$ cat config.mk
export PLATFORM = sky130hd
export DESIGN_NAME = infix_to_postfix_converter
export DESIGN_NICKNAME = d
export VERILOG_FILES = /design/src/rtl/core/itp_pkg.sv /design/src/rtl/core/itp_front.sv /design/src/rtl/core/itp_cmd_queue.sv /design/src/rtl/core/itp_back.sv /design/src/rtl/core/infix_to_postfix_converter.sv
export SDC_FILE = /design/constraint.sdc
export NUM_CORES = 1
export LEC_CHECK = 0
export CAP_MARGIN = 20
export CORE_MARGIN = 2
export CORE_UTILIZATION = 63
export DETAILED_ROUTE_END_ITERATION = 16
export DONT_BUFFER_PORTS = 1
export GPL_TIMING_DRIVEN = 0
export PLACE_DENSITY = 0.79
export RECOVER_POWER = 100
export SLEW_MARGIN = 10
export SYNTH_ARGS = -nofsm -noshare
export SYNTH_HDL_FRONTEND = slang
export SYNTH_HIERARCHICAL = 1
export SYNTH_SLANG_ARGS = --single-unit
$ cat constraint.sdc
create_clock -name aclk -period 7.66 [get_ports aclk]
set_clock_uncertainty 0.15 [all_clocks]
set_input_delay 1.532 -clock aclk [delete_from_list [all_inputs] [get_ports aclk]]
set_output_delay 1.532 -clock aclk [all_outputs]
set_load 0.005 [all_outputs]
$ cat src/rtl/core/itp_pkg.sv
package itp_pkg;

    // Operator and bracket characters
    localparam logic [7:0] CH_CARET  = 8'h5E;
    localparam logic [7:0] CH_STAR   = 8'h2A;
    localparam logic [7:0] CH_SLASH  = 8'h2F;
    localparam logic [7:0] CH_PLUS   = 8'h2B;
    localparam logic [7:0] CH_MINUS  = 8'h2D;
    localparam logic [7:0] CH_LPAREN = 8'h28;
    localparam logic [7:0] CH_RPAREN = 8'h29;

    // Error codes carried in a result
    localparam logic [1:0] ERR_NONE      = 2'd0;
    localparam logic [1:0] ERR_OVERFLOW  = 2'd1;
    localparam logic [1:0] ERR_UNMATCHED = 2'd2;

    // Command queue between front and back
    localparam int QUEUE_DEPTH = 2;

    typedef struct packed {
        logic [7:0] in_char;
        logic       end_of_expr;
    } in_item_t;

    typedef struct packed {
        logic [7:0] out_char;
        logic       is_last;
        logic [1:0] error_code;
    } out_item_t;

    typedef enum logic [2:0] {
        CMD_PASS,
        CMD_OPEN,
        CMD_CLOSE,
        CMD_OPER,
        CMD_END
    } cmd_kind_t;

    typedef struct packed {
        cmd_kind_t  kind;
        logic [7:0] ch;
        logic [1:0] rank;
    } cmd_t;

    typedef enum logic {
        ST_IDLE,
        ST_EXEC
    } back_state_t;

    function automatic logic [1:0] rank_of(input logic [7:0] ch);
        logic [1:0] r;
        unique case (ch) inside
            CH_CARET:           r = 2'd3;
            CH_STAR, CH_SLASH:  r = 2'd2;
            CH_PLUS, CH_MINUS:  r = 2'd1;
            default:            r = 2'd0;
        endcase
        return r;
    endfunction

endpackage

$ cat src/rtl/core/itp_front.sv
module itp_front
    import itp_pkg::*;
(
    input  logic     aclk,
    input  logic     aresetn,
    input  logic     s_valid,
    output logic     s_ready,
    input  in_item_t s_item,
    output logic     q_wvalid,
    input  logic     q_wready,
    output cmd_t     q_wcmd
);

    logic f_valid_reg;
    logic f_valid_next;
    cmd_t f_cmd_reg;
    cmd_t f_cmd_next;
    logic accept;

    function automatic logic is_alnum(input logic [7:0] ch);
        return (ch >= 8'h30 && ch <= 8'h39) || (ch >= 8'h41 && ch <= 8'h5A) ||
               (ch >= 8'h61 && ch <= 8'h7A);
    endfunction

    assign s_ready  = !f_valid_reg || q_wready;
    assign accept   = s_valid && s_ready;
    assign q_wvalid = f_valid_reg;
    assign q_wcmd   = f_cmd_reg;

    // Classify the request into a stack command
    always_comb begin
        f_cmd_next.ch   = s_item.in_char;
        f_cmd_next.rank = rank_of(s_item.in_char);
        if (s_item.end_of_expr) begin
            f_cmd_next.kind = CMD_END;
        end else if (is_alnum(s_item.in_char)) begin
            f_cmd_next.kind = CMD_PASS;
        end else if (s_item.in_char == CH_LPAREN) begin
            f_cmd_next.kind = CMD_OPEN;
        end else if (s_item.in_char == CH_RPAREN) begin
            f_cmd_next.kind = CMD_CLOSE;
        end else begin
            f_cmd_next.kind = CMD_OPER;
        end
    end

    always_comb begin
        if (accept) begin
            f_valid_next = 1'b1;
        end else if (q_wready) begin
            f_valid_next = 1'b0;
        end else begin
            f_valid_next = f_valid_reg;
        end
    end

    always_ff @(posedge aclk) begin
        if (!aresetn) begin
            f_valid_reg <= 1'b0;
        end else begin
            f_valid_reg <= f_valid_next;
        end
    end

    always_ff @(posedge aclk) begin
        if (accept) begin
            f_cmd_reg <= f_cmd_next;
        end
    end

endmodule

$ cat src/rtl/core/itp_cmd_queue.sv
module itp_cmd_queue
    import itp_pkg::*;
(
    input  logic aclk,
    input  logic aresetn,
    input  logic wvalid,
    output logic wready,
    input  cmd_t wcmd,
    output logic rvalid,
    input  logic rready,
    output cmd_t rcmd
);

    localparam int PW = (QUEUE_DEPTH > 1) ? $clog2(QUEUE_DEPTH) : 1;
    localparam int CW = $clog2(QUEUE_DEPTH + 1);

    cmd_t          entry_reg [QUEUE_DEPTH];
    logic [PW-1:0] wptr_reg;
    logic [PW-1:0] wptr_next;
    logic [PW-1:0] rptr_reg;
    logic [PW-1:0] rptr_next;
    logic [CW-1:0] fill_reg;
    logic [CW-1:0] fill_next;
    logic          do_write;
    logic          do_read;

    assign wready   = fill_reg != CW'(QUEUE_DEPTH);
    assign rvalid   = fill_reg != '0;
    assign rcmd     = entry_reg[rptr_reg];
    assign do_write = wvalid && wready;
    assign do_read  = rvalid && rready;

    always_comb begin
        wptr_next = wptr_reg;
        rptr_next = rptr_reg;
        fill_next = fill_reg;
        if (do_write) begin
            wptr_next = (wptr_reg == PW'(QUEUE_DEPTH - 1)) ? '0 : wptr_reg + PW'(1);
        end
        if (do_read) begin
            rptr_next = (rptr_reg == PW'(QUEUE_DEPTH - 1)) ? '0 : rptr_reg + PW'(1);
        end
        case ({do_write, do_read})
            2'b10:   fill_next = fill_reg + CW'(1);
            2'b01:   fill_next = fill_reg - CW'(1);
            default: fill_next = fill_reg;
        endcase
    end

    always_ff @(posedge aclk) begin
        if (!aresetn) begin
            wptr_reg <= '0;
            rptr_reg <= '0;
            fill_reg <= '0;
        end else begin
            wptr_reg <= wptr_next;
            rptr_reg <= rptr_next;
            fill_reg <= fill_next;
        end
    end

    always_ff @(posedge aclk) begin
        if (do_write) begin
            entry_reg[wptr_reg] <= wcmd;
        end
    end

endmodule

$ cat src/rtl/core/itp_back.sv
module itp_back
    import itp_pkg::*;
#(
    parameter int STACK_DEPTH = 32
)
(
    input  logic      aclk,
    input  logic      aresetn,
    input  logic      q_valid,
    output logic      q_ready,
    input  cmd_t      q_cmd,
    output logic      m_valid,
    input  logic      m_ready,
    output out_item_t m_item
);

    localparam int AW = (STACK_DEPTH > 1) ? $clog2(STACK_DEPTH) : 1;
    localparam int CW = $clog2(STACK_DEPTH + 1);

    logic [7:0]    stack_mem [STACK_DEPTH];
    logic [7:0]    top_reg;
    logic [CW-1:0] count_reg;
    logic [CW-1:0] count_next;
    logic [CW-1:0] count_m1;
    logic [AW-1:0] wr_addr;
    logic [AW-1:0] rd_addr;
    logic          wr_en;

    back_state_t   state_reg;
    back_state_t   state_next;
    cmd_t          cmd_reg;
    cmd_t          cmd_next;

    logic          m_valid_reg;
    logic          m_valid_next;
    out_item_t     m_item_reg;
    out_item_t     m_item_next;
    out_item_t     out_next;
    logic          load_out;
    logic          out_free;
    logic          done;
    logic          full;
    logic          empty;

    assign m_valid  = m_valid_reg;
    assign m_item   = m_item_reg;
    assign out_free = !m_valid_reg || m_ready;
    assign full     = count_reg == CW'(STACK_DEPTH);
    assign empty    = count_reg == '0;
    assign wr_addr  = count_reg[AW-1:0];
    assign count_m1 = count_next - CW'(1);
    assign rd_addr  = count_m1[AW-1:0];

    always_comb begin
        state_next = state_reg;
        cmd_next   = cmd_reg;
        count_next = count_reg;
        wr_en      = 1'b0;
        load_out   = 1'b0;
        out_next   = '{out_char: 8'd0, is_last: 1'b0, error_code: ERR_NONE};
        done       = 1'b0;

        unique case (state_reg)
            ST_IDLE: begin
                done = 1'b1;
            end
            ST_EXEC: begin
                unique case (cmd_reg.kind)
                    CMD_PASS: begin
                        if (out_free) begin
                            load_out          = 1'b1;
                            out_next.out_char = cmd_reg.ch;
                            done              = 1'b1;
                        end
                    end
                    CMD_OPEN: begin
                        if (full) begin
                            if (out_free) begin
                                load_out            = 1'b1;
                                out_next.is_last    = 1'b1;
                                out_next.error_code = ERR_OVERFLOW;
                                count_next          = '0;
                                done                = 1'b1;
                            end
                        end else begin
                            wr_en      = 1'b1;
                            count_next = count_reg + CW'(1);
                            done       = 1'b1;
                        end
                    end
                    CMD_CLOSE: begin
                        if (empty) begin
                            if (out_free) begin
                                load_out            = 1'b1;
                                out_next.is_last    = 1'b1;
                                out_next.error_code = ERR_UNMATCHED;
                                done                = 1'b1;
                            end
                        end else if (top_reg == CH_LPAREN) begin
                            count_next = count_reg - CW'(1);
                            done       = 1'b1;
                        end else if (out_free) begin
                            load_out          = 1'b1;
                            out_next.out_char = top_reg;
                            count_next        = count_reg - CW'(1);
                        end
                    end
                    CMD_OPER: begin
                        if (!empty && rank_of(top_reg) >= cmd_reg.rank) begin
                            if (out_free) begin
                                load_out          = 1'b1;
                                out_next.out_char = top_reg;
                                count_next        = count_reg - CW'(1);
                            end
                        end else if (full) begin
                            if (out_free) begin
                                load_out            = 1'b1;
                                out_next.is_last    = 1'b1;
                                out_next.error_code = ERR_OVERFLOW;
                                count_next          = '0;
                                done                = 1'b1;
                            end
                        end else begin
                            wr_en      = 1'b1;
                            count_next = count_reg + CW'(1);
                            done       = 1'b1;
                        end
                    end
                    CMD_END: begin
                        if (out_free) begin
                            load_out = 1'b1;
                            if (!empty) begin
                                out_next.out_char = top_reg;
                                count_next        = count_reg - CW'(1);
                            end else begin
                                out_next.is_last = 1'b1;
                                done             = 1'b1;
                            end
                        end
                    end
                    default: begin
                        done = 1'b1;
                    end
                endcase
            end
            default: begin
                done = 1'b1;
            end
        endcase

        // Take the next command as soon as the current one retires
        q_ready = done;
        if (done) begin
            if (q_valid) begin
                cmd_next   = q_cmd;
                state_next = ST_EXEC;
            end else begin
                state_next = ST_IDLE;
            end
        end
    end

    always_comb begin
        m_item_next = m_item_reg;
        if (load_out) begin
            m_valid_next = 1'b1;
            m_item_next  = out_next;
        end else if (m_ready) begin
            m_valid_next = 1'b0;
        end else begin
            m_valid_next = m_valid_reg;
        end
    end

    always_ff @(posedge aclk) begin
        if (!aresetn) begin
            state_reg   <= ST_IDLE;
            count_reg   <= '0;
            m_valid_reg <= 1'b0;
        end else begin
            state_reg   <= state_next;
            count_reg   <= count_next;
            m_valid_reg <= m_valid_next;
        end
    end

    always_ff @(posedge aclk) begin
        cmd_reg    <= cmd_next;
        m_item_reg <= m_item_next;
    end

    // Stack memory; the read port keeps the top entry registered
    always_ff @(posedge aclk) begin
        if (wr_en) begin
            stack_mem[wr_addr] <= cmd_reg.ch;
        end
        if (wr_en && wr_addr == rd_addr) begin
            top_reg <= cmd_reg.ch;
        end else begin
            top_reg <= stack_mem[rd_addr];
        end
    end

    a_count_in_range: assert property (@(posedge aclk) disable iff (!aresetn)
        count_reg <= CW'(STACK_DEPTH))
        else $error("stack count beyond depth");

    a_no_push_when_full: assert property (@(posedge aclk) disable iff (!aresetn)
        wr_en |-> !full)
        else $error("push into full stack");

    a_last_empties_stack: assert property (@(posedge aclk) disable iff (!aresetn)
        (load_out && out_next.is_last) |=> (count_reg == '0))
        else $error("stack not empty after closing result");

    a_error_is_last: assert property (@(posedge aclk) disable iff (!aresetn)
        (m_valid_reg && m_item_reg.error_code != ERR_NONE) |->
            (m_item_reg.is_last && m_item_reg.out_char == 8'd0))
        else $error("error result not marked last");

endmodule

$ cat src/rtl/core/infix_to_postfix_converter.sv
// Channel   Direction  Payload     Handshake
// s_        in         in_item_t   s_valid / s_ready
// m_        out        out_item_t  m_valid / m_ready
//
// A letter or digit request passes through the front register, the command queue, the
// back command register and the output register; steady state is one command per cycle
// while the output is not stalled and no command pops the stack. A popping request emits
// one stacked entry at a time; an end request drains the stack, then emits its last item.
// Reset (aresetn, synchronous, active low) empties the stack, queue and output register.
// A stalled m_ready holds the back stage; the front keeps accepting until the queue fills.
module infix_to_postfix_converter
    import itp_pkg::*;
#(
    parameter int STACK_DEPTH = 32
)
(
    input  logic      aclk,
    input  logic      aresetn,
    input  logic      s_valid,
    output logic      s_ready,
    input  in_item_t  s_item,
    output logic      m_valid,
    input  logic      m_ready,
    output out_item_t m_item
);

    // Classified commands from the front toward the queue
    logic q_wvalid;
    logic q_wready;
    cmd_t q_wcmd;

    // Commands from the queue toward the back stage
    logic q_rvalid;
    logic q_rready;
    cmd_t q_rcmd;

    // Front: accept each request and decode it into a stack command
    itp_front u_front (
        .aclk     (aclk),
        .aresetn  (aresetn),
        .s_valid  (s_valid),
        .s_ready  (s_ready),
        .s_item   (s_item),
        .q_wvalid (q_wvalid),
        .q_wready (q_wready),
        .q_wcmd   (q_wcmd)
    );

    // Short queue: decouple the front from pops stalled on the output
    itp_cmd_queue u_queue (
        .aclk    (aclk),
        .aresetn (aresetn),
        .wvalid  (q_wvalid),
        .wready  (q_wready),
        .wcmd    (q_wcmd),
        .rvalid  (q_rvalid),
        .rready  (q_rready),
        .rcmd    (q_rcmd)
    );

    // Back: run the operator stack and drive the output register
    itp_back #(
        .STACK_DEPTH (STACK_DEPTH)
    ) u_back (
        .aclk    (aclk),
        .aresetn (aresetn),
        .q_valid (q_rvalid),
        .q_ready (q_rready),
        .q_cmd   (q_rcmd),
        .m_valid (m_valid),
        .m_ready (m_ready),
        .m_item  (m_item)
    );

endmodule
# After elaboration in Yosys (flattened, before gate mapping)
# Memory sizes are Yosys's and may differ from the RTL's. A register that Yosys moved wholly into a read port is not among the register bits.
# Cells that the tools add are included.
totals:
  out_inout_bits: 13
  mem_count: 2
  reg_bits: 37
  wordCells: 144
  ram_bits: 282
  in_bits: 13
mem_list:
  columns: ["name", "words", "width", "rd", "rd_ports_with_merged_regs", "wr", "line", "source"]
  rows:
  - ["u_back.stack_mem", 32, 8, 1, 1, 1, "itp_back.sv:20", "logic [7:0] stack_mem [STACK_DEPTH];"]
  - ["u_queue.entry_reg", 2, 13, 1, 1, 1, "itp_cmd_queue.sv:17", "cmd_t entry_reg [QUEUE_DEPTH];"]
op_classes:
  n_reduce_logical: 28
  n_bitwise: 1
  eq_ne: 21
  magnitude_cmp: 7
  mux: 63
  add_sub_neg: 7
op_table:
  columns: ["op", "count"]
  rows:
  - ["$eq A8 B6 Y1 const B", 11]
  - ["$mux W6", 9]
  - ["$mux W8", 6]
  - ["$pmux W8 S4", 1]
  - ["$mux W1", 27]
  - ["$pmux W6 S4", 1]
  - ["$mux W3", 7]
  - ["$pmux W2 S3", 3]
  - ["$eq A8 B7 Y1 const B", 2]
  - ["$ge A8 B7 Y1 const B", 2]
  - ["$le A8 B7 Y1 const B", 2]
  - ["$reduce_or A2 Y1", 6]
  - ["$mux W9", 1]
  - ["$ge A8 B6 Y1 const B", 1]
  - ["$le A8 B6 Y1 const B", 1]
  - ["$pmux W1 S4", 2]
  - ["$reduce_bool A2 Y1", 4]
  - ["$logic_and A1 B1 Y1", 7]
  - ["$add A6 B1 Y6 const B", 1]
  - ["$eq A3 B2 Y1 const B", 2]
  - ["$eq A6 B6 Y1 const B", 1]
  - ["$logic_not A6 Y1", 1]
  - ["$sub A6 B1 Y6 const B", 1]
  - ["$pmux W1 S5", 1]
  - ["19 further kinds", 27]

# Depth between registers and ports, before layout
logic_depth:
  ltp_word: 13
  mapped_depth: 26

# Cells and area by module
# The synthesis kept the hierarchy.
by_module_without_submodules:
  columns: ["module", "area_per_inst_um2", "cells_per_inst", "instances"]
  rows:
  - ["itp_back", 12265.5, 679, 1]
  - ["itp_cmd_queue", 1167.4, 64, 1]
  - ["itp_front", 679.4, 53, 1]

# Worst setup path after synthesis
# OpenSTA, ideal clock, no wires.
synth_timing:
  path_kind: "register to register"
  from: "reg (tool-made name)"
  to: "reg u_back/cmd_reg[0] (netlist bit) (enable)"
  setup_time_ns: 0.384
  arrival_time_ns: 5.267
  period_less_slack_ns: 5.801
  required_time_ns: 7.126
  path_stages_with_launch: 21
  path_buffers: 4
  path_slack_ns: 1.859
  cell_sequence: "dfxtp_1 -> buf_6 -> buf_8 -> mux4_1 -> mux4_2 -> mux2_2 -> or3b_1 -> buf_2 -> or2_2 -> or3_1 -> o21ai_0 -> o21ai_1 -> ha_1 -> nand2b_1 -> a21o_1 -> a31oi_1 -> clkbuf_1 -> o21ai_0 -> and4_1 -> o21a_1 -> nor2b_1"
synth_rtl:
  columns: ["element", "line", "source"]
  rows:
  - ["to (signal assigned)", "itp_back.sv:188", "cmd_reg <= cmd_next;"]
  - ["to (decl)", "itp_back.sv:31", "cmd_t cmd_reg;"]

==> qor.csv <==
metric,value,unit
status,"complete, no violations",
nets@finish,859,
floorplan row count,54,
Worst-path clk slew,0.06,ns
CP Capture Type,flop,
HP Class,flop to flop,
FF/Latch Area,9960,µm²
buffers added on ports,0,
RSZ-0062 raised after global routing,yes,
Max Slew Vio Count,0,
sequential share of the synthesized area,70.6,%
Post-Syn Nets,818,
initial antenna violation count,0,
Leak,0.00504,µW
worst-path maximum fanout,10,
number of diodes,0,
drt total wl,30800,µm
syn_area_per_cell,17.7,µm²
Final HPWL DP,20000,µm
VDD IR max,215,µV
GRT overflow,0,
"Top FF cell, synth",edfxtp_1,
power per cell area,326,nW/µm²
Mapped Area,14100,µm²
# DRC,0,
CTS tree,yes,
area of the multi-input gates,3860,µm²
vias per cell,6.76,
Fin. Hold Viols,0,
Slew HR,16.9,%
setup TNS,0,ns
Die Ht,154,µm
fin util,70.8,%
hold-fix buffers at CTS,0,
Period minus WS final,7.49,ns
Layout fillers,1366,
Synth top area share,67.9,%
CTS Buf Count,34,
#FFs+latches synth,338,
1st-iter DRT viols,612,
most common library cells after synthesis,"319 x edfxtp_1, 74 x mux4_2, 57 x nor2_1",
max reg flops,256,
Startpoint Class,flop,
dpl cells,1078,
Yosys top cell by area,edfxtp_1,
"Distinct cells, synth",73,
Die W,154,µm
WHS,0.292,ns
CTS resizes,0,
clk_lat worst skew,0.52,ns
Ports,26,
crit path DAT,7.47,ns
synth warn,6,
Syn Inst Count,796,
Total Power,5050,µW
Worst-Margin Slew,1.25,ns
share of post-route cells with drive strength above 1,21.2,%
largest net degree at the start of global routing,34,
Wirelength per Cell,27.2,µm
starting density of the core,64.5,%
Worst EP required,7.64,ns
CTS Buffer Depth,3,
final non-filler cell total,1133,
Worst Reg-to-Reg Cells,18,
Synth area leaders,"edfxtp_1 68%, mux4_2 12%, dfxtp_1 2.7%",
Setup Viol. Count Final,0,
vias,7654,
number of global-route vias before repair,7845,
Final Cycle Share,97.7,%
first-pass GRT wire length,46400,µm
Root Driver,clkbuf_16,
max_cap viols,0,
full die area,23600,µm²
drt first pass iters,5,
clock sinks,338,
"Async S/R FF share, synth",0,%
critical path class,flop to flop,
"EDFF count, synth",319,
H-tree depth,2,
Post-CTS Setup Bufs,0,
fmax,134,MHz
total global routing track utilization,26.4,%
gpl congestion,0.902,
top-count cell post-synth,edfxtp_1,
Core ar.,21900,µm²
Hold Crit Depth,0,
post-route ant nets,0,
Layout area overhead,9.81,%
## area by class of cell
cell class / count / area share, %
Tap cell: 280 / 2.26
Clock inverter: 12 / 0.686
Clock buffer: 40 / 5.76
Multi-Input combinational cell: 403 / 24.9
Buffer: 37 / 1.56
Inverter: 18 / 0.436
Timing Repair Buffer: 5 / 0.121
Sequential cell: 338 / 64.3
## through the flow
step                cell area (µm²)  setup WS, ns
floorplan                     14100          1.86
global placement              14500        0.0878
detailed placement            14500         0.288
CTS                           15500         0.142
global route                  15500        -0.128
finish                        15500         0.175
## worst paths after layout
kind                           start  slack (ns)                        to
setup / recovery                flop        0.17   u_back/stack_mem[30][3]
hold / removal    u_front/q_wcmd[11]        0.29  u_queue/entry_reg[1][11]
setup reg to reg                flop        0.17   u_back/stack_mem[30][3]
hold reg to reg   u_front/q_wcmd[11]        0.29  u_queue/entry_reg[1][11]
## kinds of logic after synthesis
family | share of synthesized area (%)
adders and majority gates | 0.798
AOI/OAI and AO/OA | 4.77
buffers and inverters | 2.21
muxes | 14.0
DFF | 70.6
xor gates and xnor gates | 0.497
and+or+nand+nor | 7.14
## worst max-delay path, stage by stage (launching register included)
cell and delay (ns):
dfxtp_1 0.31, buf_2 0.26, buf_6 0.23, clkbuf_1 0.53
clkbuf_1 0.61, mux4_2 0.43, mux4_2 0.50, mux2i_1 0.39
inv_1 0.13, or3_1 0.40, a21oi_1 0.33, ha_1 0.31
a21o_1 0.21, a31oi_1 0.22, clkbuf_1 0.46, nand2_1 0.24
nor2_1 0.21, nand2_1 0.29, nor2_1 0.85
## layer usage
layer	vias to the layer above	global-route usage, %	wire, µm
li1	3278	-	-
met1	3837	35.0	11300
met2	461	44.4	15600
met3	78	5.27	2900
met4	0	9.61	1030
met5	-	0	0
## cells in the final DEF (no fill, tap or decap), types with 4 or more instances in the layout
master and n:
nor4_1 4, nand2_1 42, a31oi_1 7, mux2_2 16
a21oi_1 17, o21a_1 4, clkbuf_16 34, nand3_1 15
xnor2_1 7, dfxtp_1 19, mux4_2 74, a22o_1 9
nor2b_1 7, nor3_1 11, inv_1 18, ha_1 9
clkinv_1 4, a211oi_1 4, o21ai_0 16, and3_1 5
or3_1 11, clkbuf_1 29, nand2b_1 15, nor2_1 40
nor2_2 17, buf_6 6, buf_2 6, edfxtp_1 319
## where the power goes
group | switching (µW) | internal (µW)
clock network | 649 | 865
logic | 628 | 437
registers | 154 | 2310
Note: power is estimated with default switching activity, not from simulation.
